[config.mk]
export PLATFORM = sky130hd
export DESIGN_NAME = fport_byte_destuff_deframer
export DESIGN_NICKNAME = d
export VERILOG_FILES = /design/src/fbd_pkg.sv /design/src/fport_byte_destuff_deframer.sv /design/src/fbd_destuff.sv /design/src/fbd_sync.sv
export VERILOG_INCLUDE_DIRS = /design/src /design/src/src
export SDC_FILE = /design/constraint.sdc
export NUM_CORES = 1
export LEC_CHECK = 0
export BUFFER_PORTS_ARGS = -buffer_cell sky130_fd_sc_hd__buf_2
export CAP_MARGIN = 40
export CORE_AREA = 2 2 72 74
export CTS_BUF_LIST = sky130_fd_sc_hd__clkbuf_16
export DETAILED_ROUTE_END_ITERATION = 8
export DIE_AREA = 0 0 74 76
export GPL_ROUTABILITY_DRIVEN = 1
export MAX_ROUTING_LAYER = met4
export PLACE_DENSITY = 0.71
export SETUP_SLACK_MARGIN = 0.2
export SLEW_MARGIN = 25
export SYNTH_ARGS = -nofsm -noshare
export SYNTH_HDL_FRONTEND = slang
export SYNTH_SLANG_ARGS = --single-unit
[constraint.sdc]
create_clock -name clock -period 2.05 [get_ports clock]
set_input_delay 0.41 -clock clock [delete_from_list [all_inputs] [get_ports clock]]
set_output_delay 0.41 -clock clock [all_outputs]
set_load 0.05 [all_outputs]
[src/fport_byte_destuff_deframer_assert.svh]
// Assertion macros shared by the deframer modules
`ifndef FPORT_BYTE_DESTUFF_DEFRAMER_ASSERT_SVH
`define FPORT_BYTE_DESTUFF_DEFRAMER_ASSERT_SVH

// same-cycle implication, checked on the rising edge, masked during reset
`define FBD_ASSERT_NOW(lbl, ante, cons, msg) \
   lbl: assert property (@(posedge clock) disable iff (reset) (ante) |-> (cons)) \
      else $error(msg);

// next-cycle implication
`define FBD_ASSERT_NEXT(lbl, ante, cons, msg) \
   lbl: assert property (@(posedge clock) disable iff (reset) (ante) |=> (cons)) \
      else $error(msg);

`endif

[src/fbd_pkg.sv]
// Types and constants for the byte destuffing deframer
package fbd_pkg;

   localparam logic [7:0] SOF_BYTE  = 8'h7e;
   localparam logic [7:0] MARK_BYTE = 8'h7d;
   localparam logic [7:0] XOR_BYTE  = 8'h20;
   localparam logic [7:0] LEN_LONG  = 8'h19;
   localparam logic [7:0] LEN_SHORT = 8'h08;

   // last index of a frame: length plus one
   localparam logic [4:0] LAST_IDX_LONG  = 5'd26;
   localparam logic [4:0] LAST_IDX_SHORT = 5'd9;

   localparam logic [1:0] EV_ABSORB  = 2'd0;
   localparam logic [1:0] EV_FRAME   = 2'd1;
   localparam logic [1:0] EV_DISCARD = 2'd2;

   localparam logic [1:0] FK_CONTROL   = 2'd0;
   localparam logic [1:0] FK_TELEMETRY = 2'd1;
   localparam logic [1:0] FK_UNKNOWN   = 2'd2;

   typedef enum logic [3:0] {
      ST_SEEK  = 4'b0001,
      ST_SOF   = 4'b0010,
      ST_SOF2  = 4'b0100,
      ST_FRAME = 4'b1000
   } sync_state_type;

   // destuffed beat handed from the input stage to the sync stage
   typedef struct packed {
      logic       mark;
      logic [7:0] data;
   } beat_type;

   typedef struct packed {
      logic [1:0] event_kind;
      logic [7:0] data_byte;
      logic [4:0] byte_position;
      logic       frame_end;
      logic [1:0] frame_kind;
   } result_type;

endpackage

[src/fport_byte_destuff_deframer.sv]
// Top level: byte destuffing receive deframer
// Path: an accepted req beat passes the input register, then the result register, to its rsp beat.
// Throughput: one byte per cycle; the input register and result register
// each advance whenever the next stage can take a beat.
// Reset: synchronous, active high; clears escape mark, sync machine (seeking),
// frame counters and both valid flags. No clearing pass.
module fport_byte_destuff_deframer
   import fbd_pkg::*;
(
   input  logic        clock,
   input  logic        reset,
   input  logic        req_tvalid,
   output logic        req_tready,
   input  logic [7:0]  req_tdata,   // [7:0] rx_byte
   output logic        rsp_tvalid,
   input  logic        rsp_tready,
   output logic [15:0] rsp_tdata,   // [7:0] data_byte, [12:8] byte_position, [15:13] zero
   output logic        rsp_tlast,   // frame_end
   output logic [3:0]  rsp_tuser    // [1:0] event_kind, [3:2] frame_kind
);

   logic       beat_valid;
   logic       beat_ready;
   beat_type   beat;
   result_type rsp;

   fbd_destuff u_destuff (
      .clock      (clock),
      .reset      (reset),
      .req_tvalid (req_tvalid),
      .req_tready (req_tready),
      .req_tdata  (req_tdata),
      .beat_valid (beat_valid),
      .beat_ready (beat_ready),
      .beat       (beat)
   );

   fbd_sync u_sync (
      .clock      (clock),
      .reset      (reset),
      .beat_valid (beat_valid),
      .beat_ready (beat_ready),
      .beat       (beat),
      .rsp_valid  (rsp_tvalid),
      .rsp_ready  (rsp_tready),
      .rsp        (rsp)
   );

   assign rsp_tdata = {3'b000, rsp.byte_position, rsp.data_byte};
   assign rsp_tlast = rsp.frame_end;
   assign rsp_tuser = {rsp.frame_kind, rsp.event_kind};

endmodule

[src/fbd_destuff.sv]
// Input register with stuff-mark removal
module fbd_destuff
   import fbd_pkg::*;
(
   input  logic       clock,
   input  logic       reset,
   input  logic       req_tvalid,
   output logic       req_tready,
   input  logic [7:0] req_tdata,
   output logic       beat_valid,
   input  logic       beat_ready,
   output beat_type   beat
);

`include "fport_byte_destuff_deframer_assert.svh"

   logic     valid_ff, valid_in;
   logic     esc_ff, esc_in;
   beat_type beat_ff, beat_in;
   logic     accept;
   logic     is_mark;

   assign req_tready = !valid_ff || beat_ready;
   assign accept     = req_tvalid && req_tready;
   assign is_mark    = (req_tdata == MARK_BYTE);

   always_comb begin
      valid_in = accept || (valid_ff && !beat_ready);
      esc_in   = esc_ff;
      beat_in  = beat_ff;
      if (accept) begin
         esc_in       = is_mark;
         beat_in.mark = is_mark;
         beat_in.data = (esc_ff && !is_mark) ? (req_tdata ^ XOR_BYTE) : req_tdata;
      end
   end

   always_ff @(posedge clock) begin
      if (reset) begin
         valid_ff <= 1'b0;
         esc_ff   <= 1'b0;
      end else begin
         valid_ff <= valid_in;
         esc_ff   <= esc_in;
      end
      beat_ff <= beat_in;
   end

   assign beat_valid = valid_ff;
   assign beat       = beat_ff;

   `FBD_ASSERT_NEXT(a_mark_sets_esc, accept && is_mark, esc_ff, "mark beat did not set escape")
   `FBD_ASSERT_NEXT(a_data_clears_esc, accept && !is_mark, !esc_ff,
                    "data beat left escape set")
   `FBD_ASSERT_NOW(a_mark_raw, valid_ff && beat_ff.mark, beat_ff.data == MARK_BYTE,
                   "mark beat carries wrong byte")

endmodule

[src/fbd_sync.sv]
// Sync state machine and result register
module fbd_sync
   import fbd_pkg::*;
(
   input  logic       clock,
   input  logic       reset,
   input  logic       beat_valid,
   output logic       beat_ready,
   input  beat_type   beat,
   output logic       rsp_valid,
   input  logic       rsp_ready,
   output result_type rsp
);

`include "fport_byte_destuff_deframer_assert.svh"

   sync_state_type state_ff, state_in;
   logic [4:0]     count_ff, count_in;
   logic           long_ff, long_in;
   logic [1:0]     type_ff, type_in;
   logic           valid_ff, valid_in;
   result_type     rsp_ff, rsp_in;
   result_type     res;
   logic           proc;
   logic [7:0]     x;
   logic [1:0]     cls;
   logic [1:0]     tk;
   logic           last;

   assign beat_ready = !valid_ff || rsp_ready;
   assign proc       = beat_valid && beat_ready;
   assign x          = beat.data;

   always_comb begin
      cls = FK_UNKNOWN;
      if (x == 8'h00) begin
         cls = FK_CONTROL;
      end else if (x == 8'h01) begin
         cls = FK_TELEMETRY;
      end
   end

   always_comb begin
      state_in          = state_ff;
      count_in          = count_ff;
      long_in           = long_ff;
      type_in           = type_ff;
      res.event_kind    = EV_ABSORB;
      res.data_byte     = x;
      res.byte_position = 5'd0;
      res.frame_end     = 1'b0;
      res.frame_kind    = FK_CONTROL;
      tk                = (count_ff == 5'd1) ? cls : type_ff;
      last              = long_ff ? (count_ff >= LAST_IDX_LONG) : (count_ff >= LAST_IDX_SHORT);
      if (!beat.mark) begin
         unique case (state_ff)
            ST_SEEK: begin
               count_in = 5'd0;
               if (x == SOF_BYTE) begin
                  state_in = ST_SOF;
               end else begin
                  res.event_kind = EV_DISCARD;
               end
            end
            ST_SOF: begin
               count_in = 5'd0;
               if (x == SOF_BYTE) begin
                  state_in = ST_SOF2;
               end else if (x == LEN_LONG) begin
                  state_in       = ST_FRAME;
                  count_in       = 5'd1;
                  long_in        = 1'b1;
                  type_in        = FK_CONTROL;
                  res.event_kind = EV_FRAME;
               end else begin
                  state_in       = ST_SEEK;
                  res.event_kind = EV_DISCARD;
               end
            end
            ST_SOF2: begin
               if (x == LEN_LONG || x == LEN_SHORT) begin
                  state_in       = ST_FRAME;
                  count_in       = 5'd1;
                  long_in        = (x == LEN_LONG);
                  type_in        = FK_CONTROL;
                  res.event_kind = EV_FRAME;
               end else if (x != SOF_BYTE) begin
                  state_in       = ST_SEEK;
                  count_in       = 5'd0;
                  res.event_kind = EV_DISCARD;
               end
            end
            ST_FRAME: begin
               res.event_kind    = EV_FRAME;
               res.byte_position = count_ff;
               type_in           = tk;
               if (last) begin
                  res.frame_end  = 1'b1;
                  res.frame_kind = tk;
                  state_in       = ST_SEEK;
                  count_in       = 5'd0;
                  type_in        = FK_CONTROL;
               end else begin
                  count_in = count_ff + 5'd1;
               end
            end
            default: begin
               state_in = ST_SEEK;
               count_in = 5'd0;
            end
         endcase
      end
   end

   always_comb begin
      valid_in = proc || (valid_ff && !rsp_ready);
      rsp_in   = proc ? res : rsp_ff;
   end

   always_ff @(posedge clock) begin
      if (reset) begin
         state_ff <= ST_SEEK;
         count_ff <= 5'd0;
         long_ff  <= 1'b0;
         type_ff  <= FK_CONTROL;
         valid_ff <= 1'b0;
      end else begin
         valid_ff <= valid_in;
         if (proc) begin
            state_ff <= state_in;
            count_ff <= count_in;
            long_ff  <= long_in;
            type_ff  <= type_in;
         end
      end
      rsp_ff <= rsp_in;
   end

   assign rsp_valid = valid_ff;
   assign rsp       = rsp_ff;

   `FBD_ASSERT_NEXT(a_end_to_seek, proc && res.frame_end, state_ff == ST_SEEK,
                    "frame end did not return to seeking")
   `FBD_ASSERT_NOW(a_count_idle, state_ff != ST_FRAME, count_ff == 5'd0,
                   "byte count nonzero outside a frame")
   `FBD_ASSERT_NOW(a_end_is_frame, valid_ff && rsp_ff.frame_end,
                   rsp_ff.event_kind == EV_FRAME, "frame end on a non-frame beat")

endmodule

==> implementation parameters <==
Parameter                              Value

Worst setup path
  Required time at the worst-slack endpoint    2.26 ns
  Critical path's largest stage delay    0.36 ns
  Worst setup path class    register to register
  Critical Path End Type    register
  Worst EP arrival    2.04 ns
  Ordered cell list for the critical path    buf_4 -> ha_1 -> nor4_2 -> a22oi_2 -> or2_1 -> or3_1 -> a21oi_1
  Category of the worst setup path launch point    register
  Cell at the slowest stage of the critical path    or3_1
  Largest fanout on the critical path    5

STA
  Period utilization    89.5%
  Fmax    545 MHz
  Post-layout minimum cycle time    1.83 ns
  Final setup violation count    0
  Worst setup skew after layout    0.00319 ns
  Aggregate negative setup slack    0 ns
  Final worst hold slack    0.312 ns
  Unrepaired setup endpoints after global routing    yes
  Slew Limit Fails    0
  Final Hold Viols    0

Floorplanning
  Placeable core region    4910 um2
  Die height    76 um
  Die W    74 um
  Area of the die    5620 um2
  Effective utilization at floorplan    38.8%
  Number of placement rows    26
  # IOs    35

Drt
  DR vias    1,442
  DR DRC count    0
  Initial DRT Pass Iterations    4
  Remaining number of nets flagged by the antenna check after routing    0
  Routed via count divided by cell count    5.10
  WL/cell    13.4 um
  Total wire length after detailed routing    3800 um
  DRC marker count from the first detailed-route iteration    106

Pwr
  Sequential group share of total power    51.2%
  Standby leakage power    0.860 nW
  Cell area power density    784 nW/um2
  Combinational group share of total power    8.2%
  Switching share of power    23.9%
  Pint    1.41 mW
  Largest vdd supply drop    599 uV
  Clock Power Share    40.6%
  Power Total    1.85 mW
  Switching power    0.443 mW

Yosys
  Register bit total from synthesis    42
  Post-Synthesis Cells    174
  Cell area after synthesis    1900 um2
  Sequential-to-total area share from yosys stat    58.3%
  Post-synthesis cell type count    45
  Number of enable flip-flop cells after synthesis    27
  Synth warnings    0
  Avg Cell Area, Syn    10.9 um2
  Async set or reset register ratio after synthesis    0%
  Predominant post-synthesis flop cell    edfxtp_1

Final layout
  Leading cell types in the layout, fill and taps excluded    31 x buf_2, 27 x edfxtp_1, 24 x nor2_1, 12 x nand2_1
  Layout overhead on the synthesized area    24.1%
  Post-layout net count    227
  Antenna Cells    0
  Most common library cell in the layout ignoring fill and taps    buf_2
  Filler cells    456
  Fraction of layout instances using a drive strength above 1    30.0%

Run
  Max-Cap Viols    0

Place
  Quantity of I/O buffers inserted on ports    31
  RD Place Congestion    0.970
  Sum of net half-perimeters after detailed placement    2700 um

Global route
  Initial antenna violation count    0
  Global-route usage over all layers    15.1%
  Wire length of the first global-routing pass    6180 um
  Number of global-route vias before repair    1,269
  Grt ovf    0
  Pin count of the biggest net entering global routing    19

Clock tree
  Worst skew pair latency    0.28 ns
  Clock edge transition at the registers on the reported setup and hold paths    0.06 ns
  Clock tree from TritonCTS    yes
  Total CTS buffers    5
  H-tree levels    2
  Count of hold-fix buffers inserted at cts    0
  Num Clock Sinks    42
  Clock tree root buffer cell    clkbuf_16
  Max Root-Sink Buffers    2

Outcome
  Run status    finished clean

Worst hold path
  Worst min path class    input pin to register
## path summary, 6_finish.rpt
path / from / endpoint / slack [ns] / cells after the start
min: req_tdata[1] / u_destuff.beat[1] / 0.31 / 1
min reg2reg: u_sync.type_ff[1] / u_sync.type_ff[1] / 0.46 / 1
max reg2reg: u_sync.count_ff[0] / u_sync.count_ff[1] / 0.22 / 7
max: u_sync.count_ff[0] / u_sync.count_ff[1] / 0.22 / 7
## layout make-up
| cell class | count | area (um2) | share of cell area [%] |
|---|---|---|---|
| multi-input combinational | 118 | 787 | 33.3 |
| timing repair buffer | 36 | 193 | 8.15 |
| clock buffer | 5 | 125 | 5.29 |
| clock inverter | 3 | 16.3 | 0.688 |
| tap | 70 | 87.6 | 3.71 |
| inverter | 9 | 33.8 | 1.43 |
| sequential | 42 | 1120 | 47.4 |
## per-stage QoR
stage               cell area, um2  utilization [%]  setup slack (ns)  std cells
floorplan                     1920                -             0.217        176
global placement              2150             43.8             0.170        275
detailed placement            2150             43.8             0.144        275
CTS                           2310             47.0             0.169        283
global route                  2360             48.1             0.115        283
finish                        2360             48.1             0.216        283
## worst max-delay path: cells and delay by family (launching register included)
| family | cells | cell delay [ns] |
|---|---|---|
| simple gates | 3 | 0.81 |
| flops | 1 | 0.31 |
| buf+inv | 1 | 0.15 |
| compound gates | 2 | 0.28 |
| fa+ha+maj | 1 | 0.21 |
## power groups by stage
stage | Combinational [mW] | Clock [mW] | Sequential, mW
detailed placement | 0.149 | 0 | 0.966
floorplan | 0.0537 | 0 | 1.02
global placement | 0.148 | 0 | 0.965
finish | 0.151 | 0.752 | 0.949
global route | 0.162 | 0.806 | 0.952
CTS | 0.150 | 0.761 | 0.949
## synth_stat cells, types with 2 or more instances
| master | instances | area (um2) |
|---|---|---|
| nand2_1 | 13 | 48.8 |
| nor2b_1 | 4 | 25.0 |
| mux2i_1 | 2 | 20.0 |
| o32ai_1 | 3 | 26.3 |
| edfxtp_1 | 27 | 811 |
| xor2_1 | 2 | 17.5 |
| nand4_1 | 2 | 12.5 |
| nor3_1 | 2 | 10.0 |
| o21ai_0 | 6 | 30.0 |
| a21oi_1 | 9 | 45.0 |
| or3_1 | 2 | 12.5 |
| o21bai_1 | 2 | 15.0 |
| or4b_1 | 2 | 20.0 |
| a31oi_1 | 2 | 12.5 |
| o2bb2ai_1 | 3 | 26.3 |
| and2_1 | 4 | 25.0 |
| buf_4 | 3 | 22.5 |
| dfxtp_1 | 15 | 300 |
| nand3_1 | 3 | 15.0 |
| inv_1 | 9 | 33.8 |
| nand4b_1 | 2 | 17.5 |
| nor2_1 | 26 | 97.6 |
| ha_1 | 3 | 37.5 |
| or4_1 | 2 | 15.0 |
| nor4_1 | 2 | 12.5 |
| nor4b_1 | 5 | 43.8 |
## cell families (layout without fill, tap and decap cells)
family	count (synthesis)	count (layout)	synth area share, %
simple gates	73	73	20.8
flops	42	42	58.3
compound gates	35	35	12.5
buf+inv	16	53	4.27
fa+ha+maj	3	3	1.97
xor+xnor	2	2	0.920
mux	2	2	1.05
other cells	1	3	0.197
## state kept, by name, indices dropped and copies added, names as in the netlist
register / count
u_sync.state_ff: 4
u_destuff.beat_valid: 1
u_sync.type_ff: 2
u_destuff.beat: 9
u_sync.rsp: 18
u_sync.rsp_valid: 1
u_sync.long_ff: 1
u_sync.count_ff: 5
u_destuff.esc_ff: 1
## metal layers
metal	up-vias	part of all wire (%)	global-route usage, %
met2	45	47	21.1
met3	4	5.0	3.97
met4	0	2.1	8.18
met5	-	0	-
met1	671	46	19.7
li1	722	-	-
## repair_timing
item / CTS / global route
pin swaps: 1 / 1
gates resized for setup: 4 / 15
setup endpoints to repair: 4 / 13
setup buffers: 0 / 0
(Power assumes the default switching activity.)
